## src/hdl/bounded_int_deque_list_core_defines.svh

```systemverilog
// assertion macros for the bounded integer deque core
// no dependencies; included by files that carry concurrent assertions
`ifndef BOUNDED_INT_DEQUE_LIST_CORE_DEFINES_SVH
`define BOUNDED_INT_DEQUE_LIST_CORE_DEFINES_SVH

// checked on every clock edge, reset included
`define BIDL_ASSERT_ALWAYS(label, clk, prop, msg) \
  label: assert property (@(posedge clk) (prop)) else $error(msg);

// checked only while reset is released
`define BIDL_ASSERT_RUN(label, clk, rst_n, prop, msg) \
  label: assert property (@(posedge clk) disable iff (!(rst_n)) (prop)) else $error(msg);

`endif

```

## src/hdl/bidl_pkg.sv

```systemverilog
// shared types and constants for the bounded integer deque core
// no dependencies
package bidl_pkg;

  localparam int unsigned OP_W  = 4;
  localparam int unsigned VAL_W = 32;
  localparam int unsigned POS_W = 8;
  localparam int unsigned ST_W  = 2;
  localparam int unsigned IDX_W = 8;
  localparam int unsigned LEN_W = 9;

  typedef enum logic [OP_W-1:0] {
    OP_PUSH_BACK  = 4'd0,
    OP_PUSH_FRONT = 4'd1,
    OP_POP_BACK   = 4'd2,
    OP_POP_FRONT  = 4'd3,
    OP_READ_FRONT = 4'd4,
    OP_READ_BACK  = 4'd5,
    OP_FIND       = 4'd6,
    OP_READ_AT    = 4'd7,
    OP_DELETE_AT  = 4'd8,
    OP_LENGTH     = 4'd9,
    OP_CLEAR      = 4'd10
  } op_e;

  typedef enum logic [ST_W-1:0] {
    ST_OK    = 2'd0,
    ST_EMPTY = 2'd1,
    ST_FULL  = 2'd2,
    ST_MISS  = 2'd3
  } status_e;

  typedef enum logic [2:0] {
    S_IDLE,
    S_DISPATCH,
    S_RDWAIT,
    S_FIND,
    S_DELRD,
    S_DELSH
  } state_e;

  typedef enum logic [1:0] {
    RD_FRONT,
    RD_LAST,
    RD_POS,
    RD_NEXT
  } rd_src_e;

  typedef enum logic [1:0] {
    WR_BACK,
    WR_PREV,
    WR_IDXM1
  } wr_src_e;

  typedef enum logic [1:0] {
    DATA_ZERO,
    DATA_RAM,
    DATA_VALUE
  } data_sel_e;

  typedef struct packed {
    logic      load;
    logic      rd_en;
    rd_src_e   rd_src;
    logic      wr_en;
    wr_src_e   wr_src;
    logic      idx_clear;
    logic      idx_load;
    logic      idx_inc;
    logic      cnt_inc;
    logic      cnt_dec;
    logic      clr;
    logic      front_inc;
    logic      front_dec;
    logic      res_ld;
    data_sel_e data_sel;
    logic      fin;
    status_e   fin_status;
    logic      fin_found;
  } cmd_t;

  typedef struct packed {
    op_e  op;
    logic full;
    logic empty;
    logic pos_ok;
    logic next_ok;
    logic match;
  } sts_t;

endpackage

```

## src/hdl/bidl_ram.sv

```systemverilog
// generic single write port, single read port ram with registered read
// no dependencies
module bidl_ram #(
  parameter int unsigned WIDTH = 32,
  parameter int unsigned DEPTH = 16
) (
  input  logic                     clk_i,
  input  logic                     we_i,
  input  logic [$clog2(DEPTH)-1:0] waddr_i,
  input  logic [WIDTH-1:0]         wdata_i,
  input  logic                     re_i,
  input  logic [$clog2(DEPTH)-1:0] raddr_i,
  output logic [WIDTH-1:0]         rdata_o
);

  logic [WIDTH-1:0] mem_q [DEPTH];
  logic [WIDTH-1:0] rdata_q;

  always_ff @(posedge clk_i) begin
    if (we_i) begin
      mem_q[waddr_i] <= wdata_i;
    end
    if (re_i) begin
      rdata_q <= mem_q[raddr_i];
    end
  end

  assign rdata_o = rdata_q;

endmodule

```

## src/hdl/bidl_ctrl.sv

```systemverilog
// controller state machine for the bounded integer deque core
// depends on bidl_pkg
module bidl_ctrl (
  input  logic            clk_i,
  input  logic            rst_ni,
  input  logic            start_i,
  input  bidl_pkg::sts_t  sts_i,
  output bidl_pkg::cmd_t  cmd_o,
  output logic            busy_o,
  output logic            done_o
);

  bidl_pkg::state_e state_q, state_d;
  bidl_pkg::cmd_t   cmd;
  logic             done_q;

  always_ff @(posedge clk_i or negedge rst_ni) begin
    if (!rst_ni) begin
      state_q <= bidl_pkg::S_IDLE;
      done_q  <= 1'b0;
    end else begin
      state_q <= state_d;
      done_q  <= cmd.fin;
    end
  end

  always_comb begin
    state_d = state_q;
    cmd     = '0;
    case (state_q)
      bidl_pkg::S_IDLE: begin
        if (start_i) begin
          cmd.load = 1'b1;
          state_d  = bidl_pkg::S_DISPATCH;
        end
      end
      bidl_pkg::S_DISPATCH: begin
        // default: finish now with zero data
        cmd.fin        = 1'b1;
        cmd.fin_status = bidl_pkg::ST_OK;
        cmd.res_ld     = 1'b1;
        cmd.data_sel   = bidl_pkg::DATA_ZERO;
        state_d        = bidl_pkg::S_IDLE;
        case (sts_i.op)
          bidl_pkg::OP_PUSH_BACK: begin
            if (sts_i.full) begin
              cmd.fin_status = bidl_pkg::ST_FULL;
            end else begin
              cmd.wr_en   = 1'b1;
              cmd.wr_src  = bidl_pkg::WR_BACK;
              cmd.cnt_inc = 1'b1;
            end
          end
          bidl_pkg::OP_PUSH_FRONT: begin
            if (sts_i.full) begin
              cmd.fin_status = bidl_pkg::ST_FULL;
            end else begin
              cmd.wr_en     = 1'b1;
              cmd.wr_src    = bidl_pkg::WR_PREV;
              cmd.cnt_inc   = 1'b1;
              cmd.front_dec = 1'b1;
            end
          end
          bidl_pkg::OP_POP_BACK, bidl_pkg::OP_READ_BACK: begin
            if (sts_i.empty) begin
              cmd.fin_status = bidl_pkg::ST_EMPTY;
            end else begin
              cmd.fin    = 1'b0;
              cmd.res_ld = 1'b0;
              cmd.rd_en  = 1'b1;
              cmd.rd_src = bidl_pkg::RD_LAST;
              state_d    = bidl_pkg::S_RDWAIT;
            end
          end
          bidl_pkg::OP_POP_FRONT, bidl_pkg::OP_READ_FRONT: begin
            if (sts_i.empty) begin
              cmd.fin_status = bidl_pkg::ST_EMPTY;
            end else begin
              cmd.fin    = 1'b0;
              cmd.res_ld = 1'b0;
              cmd.rd_en  = 1'b1;
              cmd.rd_src = bidl_pkg::RD_FRONT;
              state_d    = bidl_pkg::S_RDWAIT;
            end
          end
          bidl_pkg::OP_FIND: begin
            if (sts_i.empty) begin
              cmd.fin_status = bidl_pkg::ST_MISS;
            end else begin
              cmd.fin       = 1'b0;
              cmd.res_ld    = 1'b0;
              cmd.rd_en     = 1'b1;
              cmd.rd_src    = bidl_pkg::RD_FRONT;
              cmd.idx_clear = 1'b1;
              state_d       = bidl_pkg::S_FIND;
            end
          end
          bidl_pkg::OP_READ_AT: begin
            if (!sts_i.pos_ok) begin
              cmd.fin_status = bidl_pkg::ST_MISS;
            end else begin
              cmd.fin    = 1'b0;
              cmd.res_ld = 1'b0;
              cmd.rd_en  = 1'b1;
              cmd.rd_src = bidl_pkg::RD_POS;
              state_d    = bidl_pkg::S_RDWAIT;
            end
          end
          bidl_pkg::OP_DELETE_AT: begin
            if (!sts_i.pos_ok) begin
              cmd.fin_status = bidl_pkg::ST_MISS;
            end else begin
              cmd.fin      = 1'b0;
              cmd.res_ld   = 1'b0;
              cmd.rd_en    = 1'b1;
              cmd.rd_src   = bidl_pkg::RD_POS;
              cmd.idx_load = 1'b1;
              state_d      = bidl_pkg::S_DELRD;
            end
          end
          bidl_pkg::OP_CLEAR: begin
            cmd.clr = 1'b1;
          end
          default: begin
            // length and unused codes only report
          end
        endcase
      end
      bidl_pkg::S_RDWAIT: begin
        cmd.fin        = 1'b1;
        cmd.fin_status = bidl_pkg::ST_OK;
        cmd.res_ld     = 1'b1;
        cmd.data_sel   = bidl_pkg::DATA_RAM;
        if (sts_i.op == bidl_pkg::OP_POP_BACK) begin
          cmd.cnt_dec = 1'b1;
        end
        if (sts_i.op == bidl_pkg::OP_POP_FRONT) begin
          cmd.cnt_dec   = 1'b1;
          cmd.front_inc = 1'b1;
        end
        state_d = bidl_pkg::S_IDLE;
      end
      bidl_pkg::S_FIND: begin
        if (sts_i.match) begin
          cmd.fin        = 1'b1;
          cmd.fin_status = bidl_pkg::ST_OK;
          cmd.fin_found  = 1'b1;
          cmd.res_ld     = 1'b1;
          cmd.data_sel   = bidl_pkg::DATA_VALUE;
          state_d        = bidl_pkg::S_IDLE;
        end else if (sts_i.next_ok) begin
          cmd.rd_en   = 1'b1;
          cmd.rd_src  = bidl_pkg::RD_NEXT;
          cmd.idx_inc = 1'b1;
        end else begin
          cmd.fin        = 1'b1;
          cmd.fin_status = bidl_pkg::ST_MISS;
          cmd.res_ld     = 1'b1;
          cmd.data_sel   = bidl_pkg::DATA_ZERO;
          state_d        = bidl_pkg::S_IDLE;
        end
      end
      bidl_pkg::S_DELRD: begin
        // removed entry is the result data
        cmd.res_ld   = 1'b1;
        cmd.data_sel = bidl_pkg::DATA_RAM;
        if (sts_i.next_ok) begin
          cmd.rd_en   = 1'b1;
          cmd.rd_src  = bidl_pkg::RD_NEXT;
          cmd.idx_inc = 1'b1;
          state_d     = bidl_pkg::S_DELSH;
        end else begin
          cmd.cnt_dec    = 1'b1;
          cmd.fin        = 1'b1;
          cmd.fin_status = bidl_pkg::ST_OK;
          state_d        = bidl_pkg::S_IDLE;
        end
      end
      bidl_pkg::S_DELSH: begin
        // move the entry just read one slot toward the front
        cmd.wr_en  = 1'b1;
        cmd.wr_src = bidl_pkg::WR_IDXM1;
        if (sts_i.next_ok) begin
          cmd.rd_en   = 1'b1;
          cmd.rd_src  = bidl_pkg::RD_NEXT;
          cmd.idx_inc = 1'b1;
        end else begin
          cmd.cnt_dec    = 1'b1;
          cmd.fin        = 1'b1;
          cmd.fin_status = bidl_pkg::ST_OK;
          state_d        = bidl_pkg::S_IDLE;
        end
      end
      default: begin
        state_d = bidl_pkg::S_IDLE;
      end
    endcase
  end

  assign cmd_o  = cmd;
  assign busy_o = (state_q != bidl_pkg::S_IDLE);
  assign done_o = done_q;

endmodule

```

## src/hdl/bidl_dp.sv

```systemverilog
// datapath for the bounded integer deque core: pointers, walk index, store, results
// depends on bidl_pkg and bidl_ram
module bidl_dp #(
  parameter int unsigned CAPACITY = 16
) (
  input  logic                                clk_i,
  input  logic                                rst_ni,
  input  bidl_pkg::cmd_t                      cmd_i,
  output bidl_pkg::sts_t                      sts_o,
  input  logic [bidl_pkg::OP_W-1:0]           operation_i,
  input  logic signed [bidl_pkg::VAL_W-1:0]   value_i,
  input  logic [bidl_pkg::POS_W-1:0]          position_i,
  output logic [bidl_pkg::ST_W-1:0]           status_o,
  output logic signed [bidl_pkg::VAL_W-1:0]   data_o,
  output logic [bidl_pkg::IDX_W-1:0]          found_index_o,
  output logic [bidl_pkg::LEN_W-1:0]          length_o,
  output logic                                is_empty_o
);

  localparam int unsigned PW = $clog2(CAPACITY);
  localparam int unsigned CW = $clog2(CAPACITY + 1);

  logic [bidl_pkg::OP_W-1:0]  op_q;
  logic [bidl_pkg::VAL_W-1:0] value_q;
  logic [bidl_pkg::POS_W-1:0] pos_q;
  logic [PW-1:0]              front_q, front_d;
  logic [CW-1:0]              count_q, count_d;
  logic [CW-1:0]              idx_q, idx_d;
  logic [bidl_pkg::ST_W-1:0]  status_q;
  logic [bidl_pkg::VAL_W-1:0] data_q;
  logic [bidl_pkg::IDX_W-1:0] found_q;

  logic [PW-1:0]              front_prev, front_next;
  logic [PW-1:0]              raddr, waddr;
  logic [bidl_pkg::VAL_W-1:0] wdata, rdata;
  logic [CW-1:0]              idx_plus1;

  // ring slot of an offset from the front; both terms stay below capacity
  function automatic logic [PW-1:0] slot_of(input logic [PW-1:0] base,
                                            input logic [CW-1:0] off);
    logic [CW:0] sum;
    sum = (CW+1)'(base) + (CW+1)'(off);
    if (sum >= (CW+1)'(CAPACITY)) begin
      sum = sum - (CW+1)'(CAPACITY);
    end
    return sum[PW-1:0];
  endfunction

  assign idx_plus1  = idx_q + CW'(1);
  assign front_prev = (front_q == '0) ? PW'(CAPACITY - 1) : front_q - PW'(1);
  assign front_next = (front_q == PW'(CAPACITY - 1)) ? '0 : front_q + PW'(1);

  always_comb begin
    case (cmd_i.rd_src)
      bidl_pkg::RD_FRONT: raddr = front_q;
      bidl_pkg::RD_LAST:  raddr = slot_of(front_q, count_q - CW'(1));
      bidl_pkg::RD_POS:   raddr = slot_of(front_q, CW'(pos_q));
      bidl_pkg::RD_NEXT:  raddr = slot_of(front_q, idx_plus1);
      default:            raddr = front_q;
    endcase
  end

  always_comb begin
    case (cmd_i.wr_src)
      bidl_pkg::WR_BACK: begin
        waddr = slot_of(front_q, count_q);
        wdata = value_q;
      end
      bidl_pkg::WR_PREV: begin
        waddr = front_prev;
        wdata = value_q;
      end
      bidl_pkg::WR_IDXM1: begin
        waddr = slot_of(front_q, idx_q - CW'(1));
        wdata = rdata;
      end
      default: begin
        waddr = front_q;
        wdata = value_q;
      end
    endcase
  end

  bidl_ram #(
    .WIDTH (bidl_pkg::VAL_W),
    .DEPTH (CAPACITY)
  ) u_store (
    .clk_i   (clk_i),
    .we_i    (cmd_i.wr_en),
    .waddr_i (waddr),
    .wdata_i (wdata),
    .re_i    (cmd_i.rd_en),
    .raddr_i (raddr),
    .rdata_o (rdata)
  );

  always_comb begin
    count_d = count_q;
    if (cmd_i.clr) begin
      count_d = '0;
    end else if (cmd_i.cnt_inc) begin
      count_d = count_q + CW'(1);
    end else if (cmd_i.cnt_dec) begin
      count_d = count_q - CW'(1);
    end

    front_d = front_q;
    if (cmd_i.clr) begin
      front_d = '0;
    end else if (cmd_i.front_dec) begin
      front_d = front_prev;
    end else if (cmd_i.front_inc) begin
      front_d = front_next;
    end

    idx_d = idx_q;
    if (cmd_i.idx_clear) begin
      idx_d = '0;
    end else if (cmd_i.idx_load) begin
      idx_d = CW'(pos_q);
    end else if (cmd_i.idx_inc) begin
      idx_d = idx_plus1;
    end
  end

  always_ff @(posedge clk_i or negedge rst_ni) begin
    if (!rst_ni) begin
      front_q  <= '0;
      count_q  <= '0;
      idx_q    <= '0;
      status_q <= bidl_pkg::ST_OK;
      data_q   <= '0;
      found_q  <= '0;
    end else begin
      front_q <= front_d;
      count_q <= count_d;
      idx_q   <= idx_d;
      if (cmd_i.res_ld) begin
        case (cmd_i.data_sel)
          bidl_pkg::DATA_RAM:   data_q <= rdata;
          bidl_pkg::DATA_VALUE: data_q <= value_q;
          default:              data_q <= '0;
        endcase
      end
      if (cmd_i.fin) begin
        status_q <= cmd_i.fin_status;
        found_q  <= cmd_i.fin_found ? bidl_pkg::IDX_W'(idx_q) : '0;
      end
    end
  end

  always_ff @(posedge clk_i) begin
    if (cmd_i.load) begin
      op_q    <= operation_i;
      value_q <= value_i;
      pos_q   <= position_i;
    end
  end

  assign sts_o.op      = bidl_pkg::op_e'(op_q);
  assign sts_o.full    = (count_q == CW'(CAPACITY));
  assign sts_o.empty   = (count_q == '0);
  assign sts_o.pos_ok  = (bidl_pkg::LEN_W'(pos_q) < bidl_pkg::LEN_W'(count_q));
  assign sts_o.next_ok = ((CW+1)'(idx_q) + (CW+1)'(1) < (CW+1)'(count_q));
  assign sts_o.match   = (rdata == value_q);

  assign status_o      = status_q;
  assign data_o        = data_q;
  assign found_index_o = found_q;
  assign length_o      = bidl_pkg::LEN_W'(count_q);
  assign is_empty_o    = (count_q == '0);

endmodule

```

## src/hdl/bounded_int_deque_list_core.sv

```systemverilog
// Bounded deque of signed 32-bit entries with find, indexed read and indexed delete.
// An operation is taken when start_i is high and busy_o is low; its result is on the
// result ports for the single cycle in which done_o is high and cannot be held off.
// The next operation may be started in that same cycle. Entries live in a ring in
// one single-port-read ram whose reads are registered. Push, length, clear, unused codes
// and refused operations finish in the dispatch state; pop, read front, read back and
// read at also pass through the read wait state; a find reads entries from the front
// until one matches or the last entry is compared; delete at position p reads the entry
// at p, then moves each later entry one slot toward the front through the ram.
// Depends on bidl_pkg, bidl_ctrl, bidl_dp, bidl_ram and the defines header.
`include "bounded_int_deque_list_core_defines.svh"

module bounded_int_deque_list_core #(
  parameter int unsigned CAPACITY = 16
) (
  input  logic                              clk_i,
  input  logic                              rst_ni,
  input  logic                              start_i,
  output logic                              busy_o,
  input  logic [bidl_pkg::OP_W-1:0]         operation_i,
  input  logic signed [bidl_pkg::VAL_W-1:0] value_i,
  input  logic [bidl_pkg::POS_W-1:0]        position_i,
  output logic                              done_o,
  output logic [bidl_pkg::ST_W-1:0]         status_o,
  output logic signed [bidl_pkg::VAL_W-1:0] data_o,
  output logic [bidl_pkg::IDX_W-1:0]        found_index_o,
  output logic [bidl_pkg::LEN_W-1:0]        length_o,
  output logic                              is_empty_o
);

  bidl_pkg::cmd_t cmd;
  bidl_pkg::sts_t sts;

  bidl_ctrl u_ctrl (
    .clk_i   (clk_i),
    .rst_ni  (rst_ni),
    .start_i (start_i),
    .sts_i   (sts),
    .cmd_o   (cmd),
    .busy_o  (busy_o),
    .done_o  (done_o)
  );

  bidl_dp #(
    .CAPACITY (CAPACITY)
  ) u_dp (
    .clk_i         (clk_i),
    .rst_ni        (rst_ni),
    .cmd_i         (cmd),
    .sts_o         (sts),
    .operation_i   (operation_i),
    .value_i       (value_i),
    .position_i    (position_i),
    .status_o      (status_o),
    .data_o        (data_o),
    .found_index_o (found_index_o),
    .length_o      (length_o),
    .is_empty_o    (is_empty_o)
  );

  `BIDL_ASSERT_ALWAYS(a_done_not_busy, clk_i,
    done_o |-> !busy_o, "result shown while a transaction is still in flight")
  `BIDL_ASSERT_RUN(a_len_bound, clk_i, rst_ni,
    length_o <= bidl_pkg::LEN_W'(CAPACITY), "length above capacity")
  `BIDL_ASSERT_RUN(a_start_busy, clk_i, rst_ni,
    (start_i && !busy_o) |=> busy_o, "accepted transaction did not raise busy")
  `BIDL_ASSERT_RUN(a_full_len, clk_i, rst_ni,
    (done_o && status_o == bidl_pkg::ST_FULL) |-> length_o == bidl_pkg::LEN_W'(CAPACITY),
    "full status while space remains")

endmodule
```

## config.mk

```make
export PLATFORM = sky130hd
export DESIGN_NAME = bounded_int_deque_list_core
export DESIGN_NICKNAME = d
export VERILOG_FILES = /design/src/hdl/bidl_pkg.sv /design/src/hdl/bidl_ram.sv /design/src/hdl/bidl_ctrl.sv /design/src/hdl/bidl_dp.sv /design/src/hdl/bounded_int_deque_list_core.sv
export VERILOG_INCLUDE_DIRS = /design/src /design/src/hdl
export SDC_FILE = /design/constraint.sdc
export NUM_CORES = 1
export LEC_CHECK = 0
export BUFFER_PORTS_ARGS = -buffer_cell sky130_fd_sc_hd__buf_2
export CAP_MARGIN = 0
export CELL_PAD_IN_SITES_DETAIL_PLACEMENT = 0
export CELL_PAD_IN_SITES_GLOBAL_PLACEMENT = 1
export CORE_AREA = 2 2 245 247
export DETAILED_ROUTE_END_ITERATION = 7
export DIE_AREA = 0 0 247 249
export GPL_ROUTABILITY_DRIVEN = 0
export PLACE_DENSITY_LB_ADDON = 0.1
export SYNTH_ARGS = -nofsm -noshare
export SYNTH_HDL_FRONTEND = slang
export SYNTH_HIERARCHICAL = 1
export SYNTH_SLANG_ARGS = --single-unit
```

## constraint.sdc

```tcl
create_clock -name clk_i -period 9.8 [get_ports clk_i]
set_input_delay 0.49 -clock clk_i [delete_from_list [all_inputs] [get_ports clk_i]]
set_output_delay 0.49 -clock clk_i [all_outputs]
set_load 0.005 [all_outputs]
```

==> results of run 1 <==
[cells in the final DEF, fill, tap and decap left out, types with 4 or more instances in the layout]
| master | n |
|---|---|
| bufinv_16 | 8 |
| and2_1 | 4 |
| nand3_1 | 11 |
| clkbuf_1 | 24 |
| a21oi_1 | 24 |
| dfrtp_1 | 57 |
| nor2_1 | 33 |
| clkinv_2 | 4 |
| xnor2_1 | 14 |
| nand2_1 | 51 |
| inv_6 | 4 |
| a21o_1 | 7 |
| nor2b_1 | 8 |
| conb_1 | 7 |
| buf_2 | 92 |
| xor2_1 | 38 |
| nor2_4 | 14 |
| o21ai_0 | 17 |
| clkinv_1 | 10 |
| edfxtp_1 | 588 |
| a22oi_1 | 97 |
| buf_4 | 30 |
| mux4_2 | 128 |
| mux2_2 | 35 |
| inv_1 | 56 |
| nand2b_1 | 6 |
| ha_1 | 21 |
| mux2i_1 | 11 |
| o31ai_1 | 6 |
| and3_1 | 4 |
| nand4_1 | 4 |
| clkbuf_16 | 69 |
| nor3_2 | 4 |
| nor4_1 | 10 |
| o22ai_1 | 33 |
[cell families after synthesis]
kind of cell / Yosys count
buffers and inverters: 145
multiplexers: 176
XOR/XNOR: 53
other: 1
adder cells (fa/ha/maj): 25
AO/OA/AOI/OAI: 211
flip-flops: 645
AND/OR/NAND/NOR: 181
[worst max-delay path, cell delays in order (launching register included)]
cell and delay (ns):
dfrtp_1 0.54, inv_1 0.08, ha_1 0.35, ha_1 0.28, a21boi_1 0.12, o21a_1 0.19
o21a_1 0.16, o21a_1 0.16, a311oi_1 0.68, o21ai_0 0.51, o31ai_1 0.42, nand2_1 0.10
o21ai_0 0.12, mux2i_1 0.11, ha_1 0.25, fa_1 0.52, mux2_8 0.76, buf_4 0.58
mux4_2 0.39, a22oi_1 0.22, nand2_1 0.08
[final cells by class]
cell class	instances	area [sq um]	area share
Timing Repair Buffer	122	686	0.0229
Clock inverter	29	395	0.0132
Clock buffer	96	1860	0.0619
Multi-Input combinational cell	653	6800	0.227
Inverter	56	210	0.00701
Tap cell	773	967	0.0322
Sequential cell	645	19100	0.636
[worst max path at each step]
| stage | cells past startpoint | slack, ns | end | from |
|---|---|---|---|---|
| floorplan | 19 | 3.41 | u_dp/u_store/mem_q[0][0]$_DFFE_PP_ | u_dp/count_q[0]$_DFFE_PN0P_ |
| global placement | 19 | 3.15 | u_dp/u_store/rdata_o[12]$_DFFE_PP_ | u_dp/idx_q[0]$_DFFE_PN0P_ |
| detailed placement | 20 | 2.90 | u_dp/u_store/rdata_o[18]$_DFFE_PP_ | u_dp/idx_q[0]$_DFFE_PN0P_ |
| CTS | 20 | 2.89 | u_dp/u_store/rdata_o[18]$_DFFE_PP_ | u_dp/idx_q[0]$_DFFE_PN0P_ |
| global route | 19 | 2.29 | u_dp/u_store/rdata_o[9]$_DFFE_PP_ | u_dp/idx_q[0]$_DFFE_PN0P_ |
| finish | 20 | 2.85 | u_dp/u_store/rdata_o[16]$_DFFE_PP_ | u_dp/idx_q[0]$_DFFE_PN0P_ |
[metal layers]
| layer | up-vias | global-route usage |
|---|---|---|
| met1 | 7393 | 0.315 |
| met3 | 98 | 0.0374 |
| met2 | 426 | 0.367 |
| met4 | 2 | 0.0570 |
| li1 | 5973 | - |
| met5 | - | 0 |
[registers in the layout, summed over array words and instances (netlist names), 2 cells and up]
signal / cells
u_dp/u_store/mem_q: 512
u_dp/data_o: 32
u_dp/u_store/rdata_o: 32
u_dp/value_q: 32
u_dp/pos_q: 8
u_dp/count_q: 5
u_dp/found_index_o: 5
u_dp/idx_q: 5
u_dp/front_q: 4
u_dp/op_q: 4
u_ctrl/state_q: 3
u_dp/status_o: 2
[metrics by stage]
step	utilization	worst slack, ns
after floorplan	-	3.41
after global placement	0.473	3.15
after detailed placement	0.473	2.90
after CTS	0.511	2.89
after global routing	0.511	2.29
final	0.511	2.85
[power breakdown]
part	internal, mW	switching, mW
clock network	1.55	1.07
logic	1.01	1.45
registers	3.34	0.156
total	5.90	2.67
==> reports/metrics.sh, run 1 <==
STARTPOINT_TYPE='flop'
SLEW_HEADROOM=0.310
MIN-DELAY-PATH-CLASS='primary input to asynchronous set/reset pin'
GRT_USE_TOTAL=0.224
SYN-CELL-AREA_SQ_UM=26300
DRT_PRE_ANTENNA_ITERS=7
CTS_MAX_PATH_BUFFERS=3
MAXCAPVIOLCOUNT=0
REPORT.FINAL.SLEW_VIOL_COUNT=0
CTS_TREE='built'
CTS_MAX_LEVEL=3
CLOCK-ROOT-BUFFER='clkbuf_16'
DRTANTENNAVIOLNETS=0
SYN_INST=1437
FINALSETUPVIOLATIONS=0
IR_WORST_VDD_uV=232
CTS-RESIZED-GATES=0
HIGHEST_LAYER='met5'
FIN_TNS_SETUP_NS=0
SYNTH_AREA_IN_ADDERS=0.0124
WIRE_PER_INST_MICRONS=28.4
DIE_WIDTH_MICRONS=247
WORSTSKEWPAIRLATENCY_NS=0.62
DRIVE_ABOVE_1_SHARE=0.257
SHARE_OF_CELL_AREA_TAKEN_BY_MUXES_AFTER_SYNTHESIS=0.129
ASYNC_FLOP_SHARE=0.0884
GRT_FIRST_PASS_WIRELENGTH_MICRONS=98900
RUN_STATUS='finished, final reports clean'
YS_TOP_CELLS_BY_AREA='edfxtp_1, mux4_2, dfrtp_1'
ROW_COUNT=89
POWER_LEAKAGE_nW=10.0
GRT_SETUP_UNREPAIRED='no'
LAYOUT.CELLS.NON_FILLER=2374
WORSTPATHMAXFANOUT=98
TIMING.FINAL.CRIT_PERIOD_NS=6.95
HOLD_SLACK_NS=0.0147
DP.CELLS=2249
YOSYSMOSTFREQUENTCELL='edfxtp_1'
COUNT_OF_INPUT_AND_OUTPUT_BUFFERS=93
WL_ON_MET1_MICRONS=28700
STARTING_DENSITY_OF_THE_CORE=0.449
CLKTRANSATPATHREGS_NS=0.06
RRSETUPSLACK_NS=2.85
POST-CTS-SETUP-BUFFERS=0
PLACED_AREA_SQ_UM=27700
WORSTSETUPPATHTYPE='flop to flop'
FMAXACHIEVABLE_GHz=0.144
SYNTH_SEQ_CELLS=645
WORSTSETUPENDPOINTTYPE='flop'
POST-DP-HPWL_MICRONS=35000
FINAL.PERIOD_UTILIZATION=0.710
COMBINATIONAL_FAMILY_WITH_THE_MOST_AREA_AFTER_SYNTHESIS='multiplexers'
GRT_PASS1_VIAS=14100
CLOCK_SINK_COUNT=645
AVGSYNTHCELLAREA_SQ_UM=18.3
CP_DATA_ARRIVAL_TIME_NS=7.30
SYNTH-MAIN-FF-CELL='edfxtp_1'
FINISH.NET_COUNT=1619
SYNTH.LIB_CELLS_USED.DISTINCT=67
SYNTH-COMPOUND-AREA-SHARE=0.0551
SYNTH_EDF_COUNT=588
GRT_ANTENNA_BEFORE_REPAIR=1
YOSYSSEQAREASHARE=0.724
ROUTED-VIA-COUNT=13900
GR-TOTAL-OVERFLOW=0
NUMBER_OF_FILL_CELLS_IN_THE_LAYOUT=4772
POWER.DENSITY_CELL_AREA_nW_PER_UM2=286
TOTAL_POWER_mW=8.57
DIE_H_MICRONS=249
WL_MET2_MICRONS=33400
NUM_IO_PINS=101
YOSYSTOPAREACELLSHARE=0.670
TRANSITION_TIME_AT_THE_PIN_WITH_THE_LEAST_SLEW_MARGIN_NS=1.03
YOSYS.AREA_SHARE.XOR_XNOR=0.0179
LAYOUT-AREA-OVERHEAD-VS-SYNTH_PCT=13.9
HOLD_VIOL_FINAL=0
LARGEST_NET_DEGREE_AT_THE_START_OF_GLOBAL_ROUTING=99
DIE-AREA_SQ_UM=61500
ROUTE.DETAILED.VIAS_PER_INST=5.85
FINISH.INSTANCE_AREA_SQ_UM=30000
CTSHOLDBUFFERS=0
WORST-R2R-CELL-COUNT=20
DETAIL_ROUTE.DRC_VIOLATIONS=0
SYNTHSIMPLEGATEAREAFRAC=0.0349
ROUTE.FINAL.WIRE_LENGTH_MICRONS=67500
DRTITER0DRC=1298
CORE_SQ_UM=58700
SYNTH_COMMON_CELLS='edfxtp_1, mux4_2, a22oi_1'
ANTENNADIODECOUNT=0
CLOCK_SKEW_NS=0.0367
SYNTH.YOSYS.WARNINGS=6
CP.REQUIRED_NS=10.15
CTS-BUFFERS-INSERTED=69
YOSYSTOPAREACELL='edfxtp_1'
WORST_R2R_STARTPOINT='u_dp/idx_q[0]$_DFFE_PN0P_'
MET3WIRELENGTH_MICRONS=3980
RR_ENDPOINT='u_dp/u_store/rdata_o[16]$_DFFE_PP_'
(Power assumes the default switching activity.)
==> inputs of run 2 (changes only) <==
--- a/config.mk
+++ b/config.mk
@@ -6,13 +6,14 @@
 export SDC_FILE = /design/constraint.sdc
 export NUM_CORES = 1
 export LEC_CHECK = 0
+export ABC_AREA = 1
 export BUFFER_PORTS_ARGS = -buffer_cell sky130_fd_sc_hd__buf_2
 export CAP_MARGIN = 0
 export CELL_PAD_IN_SITES_DETAIL_PLACEMENT = 0
 export CELL_PAD_IN_SITES_GLOBAL_PLACEMENT = 1
-export CORE_AREA = 2 2 245 247
+export CORE_AREA = 2 2 259 261
 export DETAILED_ROUTE_END_ITERATION = 7
-export DIE_AREA = 0 0 247 249
+export DIE_AREA = 0 0 261 263
 export GPL_ROUTABILITY_DRIVEN = 0
 export PLACE_DENSITY_LB_ADDON = 0.1
 export SYNTH_ARGS = -nofsm -noshare
==> constraint.sdc (replaced) <==
create_clock -name clk_i -period 6.9 [get_ports clk_i]
set_input_delay 0.345 -clock clk_i [delete_from_list [all_inputs] [get_ports clk_i]]
set_output_delay 0.345 -clock clk_i [all_outputs]
set_load 0.005 [all_outputs]
==> reports/metrics.sh, run 2 <==
IR_WORST_VDD_uV=393
CTS_TREE='built'
WORSTSETUPPATHTYPE='flop to flop'
YOSYSTOPAREACELL='edfxtp_1'
DIE_WIDTH_MICRONS=261
MET2_USAGE=0.389
ROUTE.FINAL.WIRE_LENGTH_MICRONS=81800
TIMING.FINAL.CRIT_PERIOD_NS=5.57
COMMONEST_NON_FILL_NON_TAP_CELL_IN_THE_LAYOUT='nand2_1'
CTS-RESIZED-GATES=0
WORSTSKEWPAIRLATENCY_NS=0.62
DRTANTENNAVIOLNETS=0
CP-ENDPOINT='u_dp/u_store/rdata_o[11]$_DFFE_PP_'
DETAIL_ROUTE.DRC_VIOLATIONS=0
GRT_SETUP_UNREPAIRED='no'
WIRE_PER_INST_MICRONS=20.5
SYNTH_COMMON_CELLS='nand2_1, edfxtp_1, inv_1'
TIMING.CRITICAL_PATH.MODE_CELL='nand2_1'
FIN_TNS_SETUP_NS=0
GRT_FIRST_PASS_WIRELENGTH_MICRONS=124000
YS_TOP_CELLS_BY_AREA='edfxtp_1, nand2_1, nand3_1'
FINAL.PERIOD_UTILIZATION=0.808
ANTENNADIODECOUNT=0
CLOCK_SINK_COUNT=645
HOLD_VIOL_FINAL=0
FMAXACHIEVABLE_GHz=0.179
LARGEST_REGISTER_FF_COUNT=512
SYN-CELL-AREA_SQ_UM=29400
DIE_H_MICRONS=263
CTS-BUFFERS-INSERTED=73
CLKTRANSATPATHREGS_NS=0.06
MIN-DELAY-PATH-CLASS='primary input to asynchronous set/reset pin'
SETUP.WORST_PATH.START='u_dp/idx_q[0]$_DFFE_PN0P_'
MAXCAPVIOLCOUNT=0
DIE-AREA_SQ_UM=68600
CP.REQUIRED_NS=7.35
STARTING_DENSITY_OF_THE_CORE=0.447
POST-CTS-SETUP-BUFFERS=0
ROUTE.DETAILED.VIAS_PER_INST=5.11
ASYNC_FLOP_SHARE=0.0884
SYNTH-MAIN-FF-CELL='edfxtp_1'
ROW_COUNT=94
CTSHOLDBUFFERS=46
FINALSETUPVIOLATIONS=0
WORST_R2R_STARTPOINT='u_dp/idx_q[0]$_DFFE_PN0P_'
YOSYSTOPAREACELLSHARE=0.601
CORE_SQ_UM=65600
DP.CELLS=3815
SYNTH.LIB_CELLS_USED.DISTINCT=49
GRT_USE_TOTAL=0.240
SYNTH_SEQ_CELLS=645
GR-USAGE-MET3=0.0326
WORST_PATH_MAX_DELAY_CELL='buf_4'
ROUTED-VIA-COUNT=20400
CLOCK_SKEW_NS=0.0253
POWER_LEAKAGE_nW=14.4
DRIVE_ABOVE_1_SHARE=0.0997
LAYOUT-AREA-OVERHEAD-VS-SYNTH_PCT=14.1
GRT_ANTENNA_BEFORE_REPAIR=0
TRANSITION_TIME_AT_THE_PIN_WITH_THE_LEAST_SLEW_MARGIN_NS=1.17
CLOCK-ROOT-BUFFER='clkbuf_16'
LAYOUT.CELLS.NON_FILLER=3994
CTS_MAX_PATH_BUFFERS=3
WORST-R2R-CELL-COUNT=28
GR-TOTAL-OVERFLOW=0
MOST-COMMON-LAYOUT-CELLS='nand2_1, edfxtp_1, inv_1'
HOLD_SLACK_NS=0.412
POST-DP-HPWL_MICRONS=46200
WORSTSETUPENDPOINTTYPE='flop'
CP_DATA_ARRIVAL_TIME_NS=6.03
STARTPOINT_TYPE='flop'
SYNTH.YOSYS.WARNINGS=6
FINISH.NET_COUNT=3144
SYN_INST=2922
POWER.DENSITY_CELL_AREA_nW_PER_UM2=440
REPORT.FINAL.SLEW_VIOL_COUNT=0
WORSTPATHMAXFANOUT=32
DRTITER0DRC=2105
AVGSYNTHCELLAREA_SQ_UM=10.0
CTS_MAX_LEVEL=3
COUNT_OF_INPUT_AND_OUTPUT_BUFFERS=93
GRT_PASS1_VIAS=19600
SLEW_HEADROOM=0.214
DRT_PRE_ANTENNA_ITERS=6
YOSYSSEQAREASHARE=0.650
SYNTH_EDF_COUNT=588
LARGEST_NET_DEGREE_AT_THE_START_OF_GLOBAL_ROUTING=143
CP_SLOWEST_STAGE_DELAY_NS=0.59
GRTUSAGEMET1=0.340
RRSETUPSLACK_NS=1.33
GLOBAL_ROUTE.PEAK_USAGE_LAYER='met2'
RUN_STATUS='finished, final reports clean'
RR_ENDPOINT='u_dp/u_store/rdata_o[11]$_DFFE_PP_'
YOSYSMOSTFREQUENTCELL='nand2_1'
NUM_IO_PINS=101
LARGEST-REGISTER='u_dp/u_store/mem_q'
[run 2: per-layer routing]
layer | share of wire | vias to the layer above
met4 | 0.019 | 0
met1 | 0.45 | 9901
met3 | 0.062 | 97
met5 | 0 | -
li1 | - | 9805
met2 | 0.47 | 622
[run 2: worst min-delay path by stage]
stage	endpoint	slack, ns	start
2_1_floorplan	u_ctrl/done_o$_DFF_PN0_	0.05	rst_ni
3_3_place_gp	u_dp/status_o[0]$_DFFE_PN0P_	0.49	u_dp/status_o[0]$_DFFE_PN0P_
3_5_place_dp	u_dp/status_o[0]$_DFFE_PN0P_	0.50	u_dp/status_o[0]$_DFFE_PN0P_
4_1_cts	u_dp/pos_q[5]$_DFFE_PP_	0.40	position_i[5]
5_1_grt	u_dp/pos_q[5]$_DFFE_PP_	0.44	position_i[5]
6_report	u_dp/data_o[10]$_DFFE_PN0P_	0.41	rst_ni
[run 2: critical path: cells and delay by family, from the launching register on]
kind                     cells  cell delay [ns]
AO/OA/AOI/OAI                4             0.92
adder cells (fa/ha/maj)      3             0.95
AND/OR/NAND/NOR             16             1.96
buffers and inverters        5             1.07
flip-flops                   1             0.47
[run 2: metrics by stage]
step | util | total power, mW | worst slack, ns | instance area, sq um
final | 0.511 | 14.7 | 1.33 | 33500
after global placement | 0.470 | 11.1 | 1.41 | 30800
after global routing | 0.511 | 15.7 | 0.812 | 33500
after CTS | 0.511 | 14.8 | 1.29 | 33500
after detailed placement | 0.470 | 11.2 | 1.35 | 30800
after floorplan | - | 9.46 | 2.13 | 29400
[run 2: kinds of logic (layout without fill, tap and decap cells)]
logic type,Yosys count,count (layout),share of synthesized area
flip-flops,645,645,0.650
adder cells (fa/ha/maj),25,25,0.0112
buffers and inverters,679,881,0.0988
other,1,7,0.000128
AND/OR/NAND/NOR,1374,1374,0.199
AO/OA/AOI/OAI,167,167,0.0314
multiplexers,2,2,0.000767
XOR/XNOR,29,29,0.00865
[run 2: power breakdown]
| group | switching [mW] | leakage, nW | internal [mW] |
|---|---|---|---|
| Combinational | 4.24 | 7.23 | 1.71 |
| Clock | 1.56 | 1.07 | 2.05 |
| Sequential | 0.280 | 6.09 | 4.90 |
| Total | 6.08 | 14.4 | 8.66 |
[run 2: area by class of cell]
cell class	instances	area, sq um
sequential	645	19100
clock buffer	101	2010
tap	864	1080
inverter	539	2030
multi-input combinational	1604	7580
clock inverter	32	191
fill	5868	32100
timing repair buffer	209	1530
==> inputs of run 3 (changes only) <==
==> constraint.sdc (replaced) <==
create_clock -name clk_i -period 5 [get_ports clk_i]
set_input_delay 0.25 -clock clk_i [delete_from_list [all_inputs] [get_ports clk_i]]
set_output_delay 0.25 -clock clk_i [all_outputs]
set_load 0.005 [all_outputs]
==> reports/metrics.sh, run 3 (same netlist as run 2, synthesis figures left out) <==
RUN_STATUS='finished, final reports clean'
DIE_WIDTH_MICRONS=261
RRSETUPSLACK_NS=0.24
REPORT.FINAL.SLEW_VIOL_COUNT=0
CTS-BUFFERS-INSERTED=73
TIMING.FINAL.CRIT_PERIOD_NS=4.76
TIMING.CRITICAL_PATH.MODE_CELL='nand2_1'
DRTITER0DRC=1943
ANTENNADIODECOUNT=0
NUM_IO_PINS=101
FIN_TNS_SETUP_NS=0
SLEW_HEADROOM=0.387
LARGEST-REGISTER='u_dp/u_store/mem_q'
COMMONEST_NON_FILL_NON_TAP_CELL_IN_THE_LAYOUT='nand2_1'
IR_WORST_VDD_uV=370
POWER.DENSITY_CELL_AREA_nW_PER_UM2=626
ROUTED-VIA-COUNT=20800
ROUTE.FINAL.WIRE_LENGTH_MICRONS=82100
WORST-R2R-CELL-COUNT=29
GRT_PASS1_VIAS=20000
FINAL.PERIOD_UTILIZATION=0.952
MIN-DELAY-PATH-CLASS='primary input to asynchronous set/reset pin'
GRT_FIRST_PASS_WIRELENGTH_MICRONS=123000
LARGEST_REGISTER_FF_COUNT=512
DIE-AREA_SQ_UM=68600
CP.REQUIRED_NS=5.35
MOST-COMMON-LAYOUT-CELLS='nand2_1, edfxtp_1, inv_1'
GRT_USE_TOTAL=0.240
DRT_PRE_ANTENNA_ITERS=6
FMAXACHIEVABLE_GHz=0.210
FINALSETUPVIOLATIONS=0
DETAIL_ROUTE.DRC_VIOLATIONS=0
WORSTSETUPENDPOINTTYPE='flop'
HOLD_VIOL_FINAL=0
CLOCK-ROOT-BUFFER='clkbuf_16'
CTS_MAX_LEVEL=3
STARTPOINT_TYPE='flop'
CORE_SQ_UM=65600
DIE_H_MICRONS=263
GR-TOTAL-OVERFLOW=0
DRTANTENNAVIOLNETS=0
CP_DATA_ARRIVAL_TIME_NS=5.11
TOTAL_POWER_mW=21.7
CLOCK_SINK_COUNT=645
ROW_COUNT=94
WORSTPATHMAXFANOUT=27
GRT_ANTENNA_BEFORE_REPAIR=0
WORST_PATH_MAX_DELAY_CELL='fa_1'
POST-DP-HPWL_MICRONS=51300
WIRE_PER_INST_MICRONS=20.2
FINISH.NET_COUNT=3221
NUMBER_OF_FILL_CELLS_IN_THE_LAYOUT=5855
TRANSITION_TIME_AT_THE_PIN_WITH_THE_LEAST_SLEW_MARGIN_NS=0.910
CTS_MAX_PATH_BUFFERS=3
ROUTE.DETAILED.VIAS_PER_INST=5.11
LARGEST_NET_DEGREE_AT_THE_START_OF_GLOBAL_ROUTING=65
POWER_LEAKAGE_nW=15.0
CTS_TREE='built'
CLOCK_SKEW_NS=0.0335
WORST_R2R_STARTPOINT='u_dp/idx_q[0]$_DFFE_PN0P_'
COUNT_OF_INPUT_AND_OUTPUT_BUFFERS=93
CLKTRANSATPATHREGS_NS=0.06
WORSTSKEWPAIRLATENCY_NS=0.62
WORSTSETUPPATHTYPE='flop to flop'
CP_SLOWEST_STAGE_DELAY_NS=0.45
RR_ENDPOINT='u_dp/u_store/rdata_o[11]$_DFFE_PP_'
MAXCAPVIOLCOUNT=0
DRIVE_ABOVE_1_SHARE=0.126
LAYOUT-AREA-OVERHEAD-VS-SYNTH_PCT=18.2
STARTING_DENSITY_OF_THE_CORE=0.447
==> run 3: cell types whose count changed in the layout (fill, tap and decap cells not counted), moves of 3 or more <==
cell,previous run,this run
clkinv_1,15,9
inv_6,6,3
o21ai_1,7,4
clkbuf_1,21,17
buf_12,6,39
clkinv_2,7,13
bufinv_16,0,6
buf_4,64,106
o21ai_0,102,105
==> run 3: area by class of cell <==
class                      count  area, sq um  area share
multi-input combinational   1604         7600       0.219
inverter                     539         2030      0.0585
sequential                   645        19100       0.550
clock buffer                  96         2000      0.0575
tap                          864         1080      0.0312
timing repair buffer         286         2540      0.0733
clock inverter                35          364      0.0105
==> run 3: repair_timing <==
item                                    4_1_cts  5_1_grt
endpoints found under the setup margin        0       75
resized for setup                             0       12
endpoints found under the hold margin       102        0
setup buffers                                 0        4
hold buffers                                 46        0
==> run 3: power breakdown <==
group	internal [mW]	total [mW]	switching, mW
sequential	6.75	7.14	0.386
combinational	3.17	9.29	6.13
clock	3.13	5.30	2.17
==> run 3: routing by layer <==
| metal | track usage | part of all wire |
|---|---|---|
| met1 | 0.333 | 0.44 |
| met2 | 0.387 | 0.47 |
| met3 | 0.0412 | 0.064 |
| met4 | 0.0732 | 0.026 |
| met5 | 0 | 0 |
==> run 3: per-stage QoR <==
stage / instances / utilization / cell area [sq um] / setup slack [ns] / hold slack (ns)
5_1_grt: 4069 / 0.529 / 34700 / -0.0166 / 0.330
2_1_floorplan: 2928 / - / 29400 / 0.227 / -0.0456
6_report: 4069 / 0.529 / 34700 / 0.242 / 0.313
3_5_place_dp: 3887 / 0.484 / 31800 / 0.133 / 0.428
3_3_place_gp: 3887 / 0.484 / 31800 / 0.245 / 0.426
4_1_cts: 4064 / 0.527 / 34600 / 0.128 / 0.308
==> run 3: worst max-delay path: cells and delay by family (launching register included) <==
kind	cells	cell delay (ns)
AO/OA/AOI/OAI	6	0.78
adder cells (fa/ha/maj)	4	1.29
buffers and inverters	7	0.85
flip-flops	1	0.39
AND/OR/NAND/NOR	12	1.18
==> run 3: how the worst max path moves through the flow <==
stage / start / slack, ns / endpoint / cells past startpoint
after floorplan: u_dp/count_q[1]$_DFFE_PN0P_ / 0.23 / u_dp/u_store/mem_q[12][0]$_DFFE_PP_ / 19
after global placement: u_dp/count_q[0]$_DFFE_PN0P_ / 0.24 / u_dp/u_store/mem_q[11][29]$_DFFE_PP_ / 19
after detailed placement: u_dp/idx_q[0]$_DFFE_PN0P_ / 0.13 / u_dp/u_store/rdata_o[25]$_DFFE_PP_ / 27
after CTS: u_dp/idx_q[0]$_DFFE_PN0P_ / 0.13 / u_dp/u_store/rdata_o[25]$_DFFE_PP_ / 27
after global routing: u_dp/idx_q[0]$_DFFE_PN0P_ / -0.02 / u_dp/u_store/rdata_o[20]$_DFFE_PP_ / 29
final: u_dp/idx_q[0]$_DFFE_PN0P_ / 0.24 / u_dp/u_store/rdata_o[11]$_DFFE_PP_ / 29
